## config.mk

```make
export PLATFORM = sky130hd
export DESIGN_NAME = wmss_ctrl
export DESIGN_NICKNAME = d
export VERILOG_FILES = /design/src/rtl/wmss_pkg.sv /design/src/rtl/wmss_ctrl.sv
export SDC_FILE = /design/constraint.sdc
export NUM_CORES = 1
export LEC_CHECK = 0
export ABC_AREA = 0
export BUFFER_PORTS_ARGS = -buffer_cell sky130_fd_sc_hd__buf_2
export CAP_MARGIN = 20
export CORE_AREA = 2 2 39 41
export CTS_CLUSTER_DIAMETER = 200
export DETAILED_ROUTE_END_ITERATION = 8
export DIE_AREA = 0 0 41 43
export SYNTH_ARGS = -nofsm -noshare
export SYNTH_HDL_FRONTEND = slang
export SYNTH_SLANG_ARGS = --single-unit
```

## constraint.sdc

```tcl
create_clock -name aclk -period 1.35 [get_ports aclk]
set_clock_uncertainty 0.1 [all_clocks]
set_input_delay 0.3375 -clock aclk [delete_from_list [all_inputs] [get_ports aclk]]
set_output_delay 0.3375 -clock aclk [all_outputs]
set_load 0.01 [all_outputs]
```

## src/rtl/wmss_pkg.sv

```systemverilog
// shared constants, types and state encoding for the windowed max smoothed scale block
package wmss_pkg;

    // ring store geometry
    localparam int WINDOW_DEPTH = 256;
    localparam int ADDR_BITS    = $clog2(WINDOW_DEPTH);
    localparam int LEN_BITS     = ADDR_BITS + 1;

    // sample and arithmetic widths
    localparam int SAMPLE_BITS = 32;
    localparam int GAIN_BITS   = 16;
    localparam int PROD_BITS   = GAIN_BITS + SAMPLE_BITS;
    localparam int FRAC_BITS   = 16;
    localparam int ALPHA_BITS  = FRAC_BITS + 1;
    localparam int MIX_BITS    = ALPHA_BITS + SAMPLE_BITS;

    localparam logic [ALPHA_BITS-1:0] ALPHA_ONE = ALPHA_BITS'(1) << FRAC_BITS;

    // configuration port
    localparam int CFG_IDX_BITS  = 8;
    localparam int CFG_DATA_BITS = 16;

    localparam logic [CFG_IDX_BITS-1:0] REG_WINDOW_LENGTH = CFG_IDX_BITS'(0);
    localparam logic [CFG_IDX_BITS-1:0] REG_ADAPT_GAIN    = CFG_IDX_BITS'(1);

    localparam logic [LEN_BITS-1:0]  LEN_RESET  = LEN_BITS'(215);
    localparam logic [GAIN_BITS-1:0] GAIN_RESET = GAIN_BITS'(2560);

    // stream widths
    localparam int S_DATA_BITS = SAMPLE_BITS;
    localparam int M_DATA_BITS = 2 * SAMPLE_BITS;

    // controller states
    typedef enum logic [2:0] {
        ST_IDLE,
        ST_WRITE,
        ST_SCAN,
        ST_DRAIN,
        ST_MUL,
        ST_MIX
    } state_t;

    // controller to datapath
    typedef struct packed {
        logic capture;
        logic ring_write;
        logic scan_step;
        logic mul;
        logic mix;
    } cmd_t;

    // datapath to controller
    typedef struct packed {
        logic scan_last;
        logic out_free;
    } status_t;

endpackage

```

## src/rtl/wmss_ctrl.sv

```systemverilog
// sequencing state machine: capture, ring write, window scan, drain, multiply, mix
module wmss_ctrl (
    input  logic              aclk,
    input  logic              aresetn,
    input  logic              s_tvalid,
    output logic              s_tready,
    input  wmss_pkg::status_t status,
    output wmss_pkg::cmd_t    cmd
);

    wmss_pkg::state_t state_reg;
    wmss_pkg::state_t state_next;

    // state register
    always_ff @(posedge aclk) begin
        if (!aresetn) begin
            state_reg <= wmss_pkg::ST_IDLE;
        end else begin
            state_reg <= state_next;
        end
    end

    // next state and commands
    always_comb begin
        state_next     = state_reg;
        cmd            = '0;
        s_tready       = 1'b0;
        case (state_reg)
            wmss_pkg::ST_IDLE: begin
                s_tready = 1'b1;
                if (s_tvalid) begin
                    cmd.capture = 1'b1;
                    state_next  = wmss_pkg::ST_WRITE;
                end
            end
            wmss_pkg::ST_WRITE: begin
                cmd.ring_write = 1'b1;
                state_next     = wmss_pkg::ST_SCAN;
            end
            wmss_pkg::ST_SCAN: begin
                cmd.scan_step = 1'b1;
                if (status.scan_last) begin
                    state_next = wmss_pkg::ST_DRAIN;
                end
            end
            wmss_pkg::ST_DRAIN: begin
                state_next = wmss_pkg::ST_MUL;
            end
            wmss_pkg::ST_MUL: begin
                cmd.mul    = 1'b1;
                state_next = wmss_pkg::ST_MIX;
            end
            wmss_pkg::ST_MIX: begin
                // wait here until the output register can take the result
                if (status.out_free) begin
                    cmd.mix    = 1'b1;
                    state_next = wmss_pkg::ST_IDLE;
                end
            end
            default: begin
                state_next = wmss_pkg::ST_IDLE;
            end
        endcase
    end

endmodule

```

# Word-level counts from Yosys, hierarchy flattened
# Index checks and enable logic that the tools add are counted.
[word_totals]
regBits = 3
input_bits = 5
wordCells = 23
[op_classes]
n_eq_ne = 8
mux = 12
n_reduce_logical = 2
[op_table]
columns = ["operator", "n"]
rows = [
  ["case mux 3 bit (6 select lines)", 1],
  ["2-to-1 mux 3 bit", 3],
  ["2-to-1 mux 1 bit", 8],
  ["== test 3 x 2 -> 1 bit, second input constant", 2],
  ["== test 3 bit, second input constant", 2],
  ["inequality test 2 bit, second input constant", 3],
  ["== test 3 x 1 -> 1 bit, second input constant", 1],
  ["zero test 3 bit", 1],
  ["AND reduction 3 bit", 1],
]

# Logic depth before layout (Yosys ltp)
# Gate-level depths: netlist of run 1.
[logic_depth]
word_depth = 3
mapped_depth = 4
ltp_nobuf = 3

# Worst setup path after synthesis of run 1
# OpenSTA, ideal clock, no wires.
[synth_path]
path_kind = "register to output"
startpoint = "register state_reg[0]"
endpoint = "output cmd[4] in the netlist's numbering"
t_arrival_ns = 0.990
t_required_ns = 0.912
path_slack_ns = -0.078
stages_incl_launch_ff = 4
n_path_buf = 1
cell_sequence = "dfxtp_1 -> buf_2 -> nor3_1 -> and2_1"
[synth_rtl]
columns = ["item", "line_no", "source"]
rows = [
  ["start: declaration", "wmss_ctrl.sv:11", "wmss_pkg::state_t state_reg;"],
  ["start signal: assignment", "wmss_ctrl.sv:17", "state_reg <= wmss_pkg::ST_IDLE;"],
  ["start signal: assignment", "wmss_ctrl.sv:19", "state_reg <= state_next;"],
  ["end: declaration", "wmss_ctrl.sv:8", "output wmss_pkg::cmd_t cmd"],
]

==> results of run 1 <==
-- synthesized netlist by cell type, types with 2 or more instances --
| library cell | count | area share, % |
|---|---|---|
| nor3_1 | 3 | 7.6 |
| nand2b_1 | 2 | 6.4 |
| nor3b_1 | 2 | 7.6 |
| dfxtp_1 | 3 | 31 |
-- layout make-up --
cell class,count,area (um^2)
Timing Repair Buffer,18,118
Multi-Input combinational cell,16,165
Tap cell,16,20.0
Clock buffer,4,26.3
Sequential cell,3,71.3
Inverter,1,6.26
Fill cell,147,977
-- cell usage in the layout (no fill, tap or decap), types with 2 or more instances in the layout --
| master | n |
|---|---|
| dfxtp_4 | 3 |
| buf_4 | 6 |
| nand2b_1 | 2 |
| clkbuf_4 | 3 |
| nor3b_2 | 2 |
| buf_2 | 10 |
| nor3_2 | 2 |
| buf_6 | 2 |
-- routing by layer --
layer  GRT usage, %  routed length, um  vias to the layer above
li1               -                  -                      120
met1           9.29                220                      113
met2           14.1                331                        7
met3           4.71                 18                        2
met4           8.00                 15                        0
met5              0                  0                        -
-- cell families (layout without fill, tap and decap cells) --
kind of cell    after synthesis  after routing  share of synthesized area, %
simple gates                 10             10                          29.3
compound gates                5              5                          22.3
flops                         3              3                          30.6
buf+inv                       3             23                          10.2
mux                           1              1                          7.64
-- through the flow --
stage | TNS, ns | hold slack (ns) | worst slack (ns) | instance area, um^2
2_1_floorplan | 0 | 0.355 | 0.0377 | 201
3_3_place_gp | 0 | 0.478 | 0.0679 | 278
3_5_place_dp | 0 | 0.480 | 0.0405 | 278
4_1_cts | -0.439 | 0.234 | -0.133 | 368
5_1_grt | -0.710 | 0.247 | -0.165 | 407
6_report | -0.353 | 0.253 | -0.104 | 407
-- repair_timing --
item	4_1_cts	5_1_grt
endpoints found under the hold margin	0	0
gates resized for setup	13	4
setup endpoints to repair	6	7
setup buffers	3	2
pin swaps	2	2
-- worst reg2reg max path, cell delays in order, from the launching register on --
cell and delay, ns:
dfxtp_4 0.36, buf_4 0.14, mux2_4 0.30, o31ai_4 0.21
a21oi_1 0.06
-- worst max path at each step --
stage,slack [ns],end,start
floorplan,0.04,cmd[4],state_reg[0]
global placement,0.07,cmd[0],state_reg[2]
detailed placement,0.04,cmd[0],state_reg[2]
CTS,-0.13,cmd[4],state_reg[1]
global route,-0.16,cmd[4],state_reg[1]
finish,-0.10,cmd[4],state_reg[1]
-- power by group through the flow --
stage	logic (uW)	registers (uW)	clock network, uW
after floorplan	125	119	0
after global placement	167	136	0
after detailed placement	171	136	0
after CTS	213	147	166
after global routing	273	156	179
final	252	152	160
==> impl_metrics.json, run 1 <==
{
  "cp_data_arrival_time_ns": 1.02,
  "cp_max_fo": 5,
  "core-area_um2": 1380,
  "synth_edf_count": 0,
  "grt_pass1_wl_um": 1040,
  "die_w_um": 41,
  "p_comb_share_pct": 44.6,
  "cts_tree": "yes",
  "cts_root_buf": "clkbuf_4",
  "post_layout_nonfiller_instances": 58,
  "grt_pass1_vias": 238,
  "syn_avg_cell_area_um2": 8.93,
  "ys_seq_area_share_pct": 30.6,
  "hpwl_um": 369,
  "synth_cell_types": 16,
  "rr_startpoint": "state_reg[1]",
  "drv_cap": 0,
  "final-max-slew-violation-count": 0,
  "internal_power_uw": 370,
  "syn_area_um2": 196,
  "p_leak_uw": 0.000181,
  "final_nets": 48,
  "port-buffer-count": 10,
  "drc": 0,
  "clockBufferDepth": 2,
  "via_count": 242,
  "routed_wl_um": 585,
  "wl_per_cell_um": 10.1,
  "start_util_pct": 14.2,
  "hp-class": "in2reg",
  "rsz0062_at_grt": "true",
  "cp.depth": 3,
  "ctsHtreeMaxLevel": 1,
  "switching_share_pct": 34.3,
  "min_path_cells": 2,
  "postLayoutSetupSlackWorst_ns": -0.104,
  "r2r_slack_ns": 0.06,
  "switching_power_uw": 193,
  "grt_overflow": 0,
  "path_clk_slew_ns": 0.04,
  "ctsHoldBuffers": 0,
  "dp.cells": 49,
  "largest_reg_flops": 3,
  "io_pins": 11,
  "hold_viol": 0,
  "outcome": "complete, but fails checks",
  "slew_headroom_pct": 85.1,
  "crit_buf_inv": 1,
  "viasPerCell": 4.17,
  "numCtsBuffers": 3,
  "setup_violations": 6,
  "clk_latency_ns": 0.23,
  "syn_nets": 27,
  "detail-route-antenna-nets": 0,
  "synth-main-ff-cell": "dfxtp_1",
  "worst_pin_slew_ns": 0.224,
  "whs_endpoint": "state_reg[1]",
  "cpLargestDelayFamily": "flip-flops",
  "numClockSinks": 3,
  "ir_worst_vdd_mv": 0.424,
  "cp_cell_sequence": "nor3_4 -> and2_1 -> buf_2",
  "row_count": 14,
  "area_delta_synth_final_pct": 107,
  "power_density_nw_per_um2": 1390,
  "p_clk_share_pct": 28.4,
  "critPathKind": "reg2out",
  "slowest_delay_ns": 0.36,
  "synth_seq_cells": 3,
  "antenna_found_initial": 0,
  "drive_above_1_share_pct": 81.0,
  "grt_max_degree": 7,
  "gp_congestion": 0.672,
  "fmax_mhz": 688,
  "failed_checks": "negative setup slack",
  "timing.final.crit_period_ns": 1.45,
  "power.total_uw": 564,
  "die_h_um": 43,
  "min_from": "aresetn",
  "die_area_um2": 1760,
  "r2r_end": "state_reg[2]",
  "endpoint_kind": "primary output",
  "p_seq_share_pct": 26.9,
  "finish.utilization_pct": 29.4,
  "drt-initial-drc-count": 3,
  "yosys_warnings": 0,
  "firstDrtPassIters": 2,
  "crit_path_top_delay_cell": "dfxtp_4",
  "cp.required_ns": 0.91,
  "async_reset_ff_share_pct": 0,
  "r2r_cells": 4,
  "fin_crit_sh_pct": 108,
  "n_antenna_cell": 0,
  "grt_util_all_layers_pct": 9.53,
  "synthCells": 22,
  "setup.worst_path.start_class": "flip-flop"
}
Power figures use the tool's default switching activity.
==> inputs of run 2 (changes only) <==
ABC_AREA = 1   (was 0)
==> run 2 against run 1 <==
Net effect: the flow still finishes with violations (negative setup slack); register-to-register slack better by 0.14 ns; fmax rose by 0.64%; non-clock buffer count down 6; utilization fell by 1.6 points; combinational power down 37%; global-route usage shrank 1.9 points; final cell count rose by 14%; sequential power down 12%; critical path depth rose by 1; clock power fell by 4%; highest routed layer is now met3; clock-buffer cell count stayed put; die area did not move.
==> impl_metrics.json, run 2 <==
{
  "outcome": "complete, but fails checks",
  "failed_checks": "negative setup slack",
  "synth_cell_types": 14,
  "wl_met3_um": 20,
  "firstDrtPassIters": 1,
  "grt_util_all_layers_pct": 7.62,
  "final-max-slew-violation-count": 0,
  "gp_congestion": 0.672,
  "crit_path_top_delay_cell": "dfxtp_4",
  "synth_most_common_cell": "nor2_1",
  "synth-main-ff-cell": "dfxtp_1",
  "async_reset_ff_share_pct": 0,
  "die_area_um2": 1760,
  "wl_per_cell_um": 7.70,
  "syn_avg_cell_area_um2": 6.65,
  "fmax_mhz": 692,
  "routed_wl_um": 508,
  "drv_cap": 0,
  "cts_root_buf": "clkbuf_4",
  "synth_top_area_share_pct": 25.8,
  "row_count": 14,
  "grt_overflow": 0,
  "synthTopCellsByArea": "dfxtp_1 26%, nor3_2 13%, nor2_1 11%, inv_1 9.7%, inv_2 6.5%",
  "slew_headroom_pct": 87.9,
  "hpwl_um": 386,
  "final_cell_mix": "9 x buf_2, 6 x inv_1, 6 x nor2_1",
  "endpoint_kind": "primary output",
  "drt-initial-drc-count": 0,
  "area_delta_synth_final_pct": 65.1,
  "power.total_uw": 447,
  "final_nets": 56,
  "die_h_um": 43,
  "synthTopCellsByCount": "7 x nor2_1, 6 x inv_1, 4 x inv_2",
  "ctsHoldBuffers": 0,
  "hold_viol": 0,
  "clk_latency_ns": 0.23,
  "wl_met2_um": 286,
  "timing.final.crit_period_ns": 1.44,
  "worst_pin_slew_ns": 0.180,
  "yosys_warnings": 0,
  "antenna_found_initial": 0,
  "largest_reg_flops": 3,
  "detail-route-antenna-nets": 0,
  "r2r_cells": 8,
  "grt_pass1_vias": 255,
  "port-buffer-count": 10,
  "ir_worst_vdd_mv": 0.355,
  "drive_above_1_share_pct": 64.0,
  "syn_area_um2": 233,
  "setup.worst_path.start_class": "flip-flop",
  "synth_seq_cells": 3,
  "critPathKind": "reg2out",
  "numCtsBuffers": 3,
  "path_clk_slew_ns": 0.03,
  "min_path_cells": 3,
  "die_w_um": 41,
  "grt_max_degree": 9,
  "power_density_nw_per_um2": 1160,
  "finish.utilization_pct": 27.8,
  "synth_edf_count": 0,
  "start_util_pct": 16.8,
  "cp_data_arrival_time_ns": 1.01,
  "p_leak_uw": 0.000192,
  "n_antenna_cell": 0,
  "drc": 0,
  "rsz0062_at_grt": "true",
  "ctsHtreeMaxLevel": 1,
  "numClockSinks": 3,
  "layout_commonest_cell": "buf_2",
  "grt_pass1_wl_um": 883,
  "synthCells": 35,
  "core-area_um2": 1380,
  "synth_top_cell_by_area": "dfxtp_1",
  "top_layer": "met3",
  "slowest_delay_ns": 0.36,
  "syn_nets": 40,
  "clockBufferDepth": 2,
  "n_fill_cell": 165,
  "fin_crit_sh_pct": 107,
  "fin_tns_setup_ns": -0.422,
  "via_count": 247,
  "hp-class": "in2reg",
  "cp_max_fo": 5,
  "cp.required_ns": 0.91,
  "viasPerCell": 3.74,
  "cp_cell_sequence": "nor2_4 -> inv_2 -> nor3_2 -> buf_2",
  "io_pins": 11,
  "postLayoutSetupSlackWorst_ns": -0.0949,
  "setup_violations": 6,
  "met1Wirelength_um": 200,
  "ys_seq_area_share_pct": 25.8,
  "cts_tree": "yes"
}
==> run 2: metal layers <==
layer | global-route usage, % | vias up
met2 | 12.5 | 4
met1 | 6.71 | 105
li1 | - | 138
met3 | 3.14 | 0
met4 | 6.00 | 0
met5 | 0 | -
==> run 2: logic make-up after synthesis <==
kind of cell           synth area share (%)
and+or+nand+nor                        48.4
DFF                                    25.8
buffers and inverters                  18.3
AOI/OAI and AO/OA                      7.52
==> run 2: repair_timing <==
action,CTS,global route
setup buffers,1,1
endpoints found under the setup margin,6,6
pin swaps,1,2
gates resized for setup,10,3
==> run 2: cell type report <==
class | instances | area (um^2) | share of cell area [%]
timing repair buffer | 12 | 71.3 | 18.6
multi-input combinational | 21 | 155 | 40.4
sequential | 3 | 71.3 | 18.6
clock buffer | 4 | 26.3 | 6.84
inverter | 10 | 40.0 | 10.4
tap | 16 | 20.0 | 5.21
==> run 2: final timing paths <==
| path | start | end | slack (ns) |
|---|---|---|---|
| worst min-delay path | aresetn | state_reg[0] | 0.24 |
| worst max register to register | state_reg[1] | state_reg[0] | 0.20 |
| worst max-delay path | state_reg[1] | cmd[4] | -0.09 |
| worst min register to register | state_reg[1] | state_reg[1] | 0.50 |
==> run 2: per-stage QoR <==
step / cells / area, um^2 / hold slack, ns / setup WS (ns)
after global placement: 60 / 298 / 0.494 / 0.0559
final: 66 / 384 / 0.245 / -0.0949
after CTS: 65 / 364 / 0.236 / -0.109
after detailed placement: 60 / 298 / 0.491 / 0.0469
after floorplan: 35 / 233 / 0.364 / 0.123
after global routing: 66 / 384 / 0.243 / -0.153
==> run 2: report_power, final <==
group,internal [uW],total [uW],switching (uW)
Combinational,76.4,160,83.3
Sequential,104,134,30.1
Clock,111,154,43.2
Total,291,447,157
==> run 2: worst max-delay path: cells and delay by family (launching register included) <==
| family | cells | cell delay, ns |
|---|---|---|
| DFF | 1 | 0.36 |
| buffers and inverters | 2 | 0.20 |
| and+or+nand+nor | 2 | 0.21 |
==> inputs of run 3 (changes only) <==
PLACE_DENSITY = 0.48   (was not set)
RECOVER_POWER = 100   (was not set)
==> run 3 against run 2 <==
Net effect: combinational power shrank 10%; critical path type unchanged; utilization decreased by 1.3 points; highest routed layer unchanged; via count unchanged; largest cell class unchanged; largest power group is now the clock network; the run still ends with negative setup slack left.
==> impl_metrics.json, run 3 (synthesized netlist as in run 2, its figures left out) <==
{
  "postLayoutSetupSlackWorst_ns": -0.0990,
  "drive_above_1_share_pct": 61.2,
  "die_area_um2": 1760,
  "routed_wl_um": 489,
  "rsz0062_at_grt": "true",
  "r2r_slack_ns": 0.29,
  "ir_worst_vdd_mv": 0.316,
  "cts_tree": "yes",
  "port-buffer-count": 10,
  "clockBufferDepth": 2,
  "viasPerCell": 3.80,
  "worst_pin_slew_ns": 0.162,
  "cp_data_arrival_time_ns": 1.01,
  "wl_per_cell_um": 7.52,
  "via_count": 247,
  "final_cell_mix": "9 x buf_2, 7 x nor2_1, 6 x inv_1",
  "slew_headroom_pct": 89.1,
  "numClockSinks": 3,
  "gp_congestion": 0.645,
  "grt_pass1_wl_um": 786,
  "grt_max_degree": 9,
  "power.total_uw": 428,
  "final_nets": 55,
  "clk_latency_ns": 0.23,
  "power_density_nw_per_um2": 1170,
  "io_pins": 11,
  "path_clk_slew_ns": 0.04,
  "grt_util_all_layers_pct": 7.12,
  "fin_crit_sh_pct": 107,
  "cp_max_fo": 5,
  "fmax_mhz": 690,
  "antenna_found_initial": 0,
  "failed_checks": "negative setup slack",
  "ctsHoldBuffers": 0,
  "endpoint_kind": "primary output",
  "firstDrtPassIters": 2,
  "drc": 0,
  "detail-route-antenna-nets": 0,
  "dp.cells": 60,
  "layout_commonest_cell": "buf_2",
  "start_util_pct": 16.8,
  "hold_viol": 0,
  "outcome": "complete, but fails checks",
  "cp.required_ns": 0.91,
  "final-max-slew-violation-count": 0,
  "hp-class": "in2reg",
  "hpwl_um": 386,
  "area_delta_synth_final_pct": 57.5,
  "critPathKind": "reg2out",
  "setup_violations": 6,
  "placed_cell_area_um2": 298,
  "drv_cap": 0,
  "final_area_um2": 367,
  "timing.final.crit_period_ns": 1.45,
  "ctsHtreeMaxLevel": 1,
  "post_layout_nonfiller_instances": 65,
  "drt-initial-drc-count": 1,
  "core-area_um2": 1380,
  "die_w_um": 41,
  "numCtsBuffers": 3,
  "die_h_um": 43,
  "setup.worst_path.start_class": "flip-flop",
  "largest_reg_flops": 3,
  "cts_root_buf": "clkbuf_4",
  "grt_overflow": 0,
  "row_count": 14,
  "n_antenna_cell": 0,
  "grt_pass1_vias": 242,
  "p_leak_uw": 0.000188
}
-- run 3: timing repair --
| action | CTS | global route |
|---|---|---|
| pin swaps | 1 | 0 |
| buffers inserted | 1 | 0 |
| setup endpoints to repair | 6 | 6 |
| resized for setup | 9 | 2 |
-- run 3: per-stage QoR --
stage | worst slack [ns] | setup TNS, ns | hold slack (ns) | util (%)
finish | -0.0990 | -0.345 | 0.246 | 26.5
global route | -0.161 | -0.708 | 0.246 | 26.5
CTS | -0.106 | -0.465 | 0.236 | 25.7
detailed placement | 0.0430 | 0 | 0.495 | 21.5
global placement | 0.0491 | 0 | 0.496 | 21.5
floorplan | 0.123 | 0 | 0.364 | -
-- run 3: worst paths after layout --
kind,start,to,depth (start not counted)
max,state_reg[0],cmd[4],4
min,aresetn,state_reg[0],3
max reg2reg,state_reg[0],state_reg[0],7
min reg2reg,state_reg[1],state_reg[1],3
-- run 3: worst max-delay path, stage by stage, from the launching register on --
cell,delay (ns)
dfxtp_4,0.36
nor2_4,0.11
inv_2,0.06
nor3_2,0.10
buf_2,0.15
-- run 3: cell type report --
| class | instances | area [um^2] |
|---|---|---|
| multi-input combinational | 21 | 145 |
| fill | 157 | 1020 |
| inverter | 10 | 40.0 |
| clock buffer | 4 | 26.3 |
| tap | 16 | 20.0 |
| timing repair buffer | 11 | 63.8 |
| sequential | 3 | 71.3 |
-- run 3: report_power, final --
part           leakage (uW)  switching (uW)  internal [uW]
Clock             0.0000150            44.3            111
Sequential        0.0000267            26.3            104
Combinational      0.000147            78.9           64.7
-- run 3: per-layer routing --
metal	global-route usage, %	routed length [um]
met3	6.28	28
met1	6.09	203
met4	4.00	0
met5	0	0
met2	10.6	257
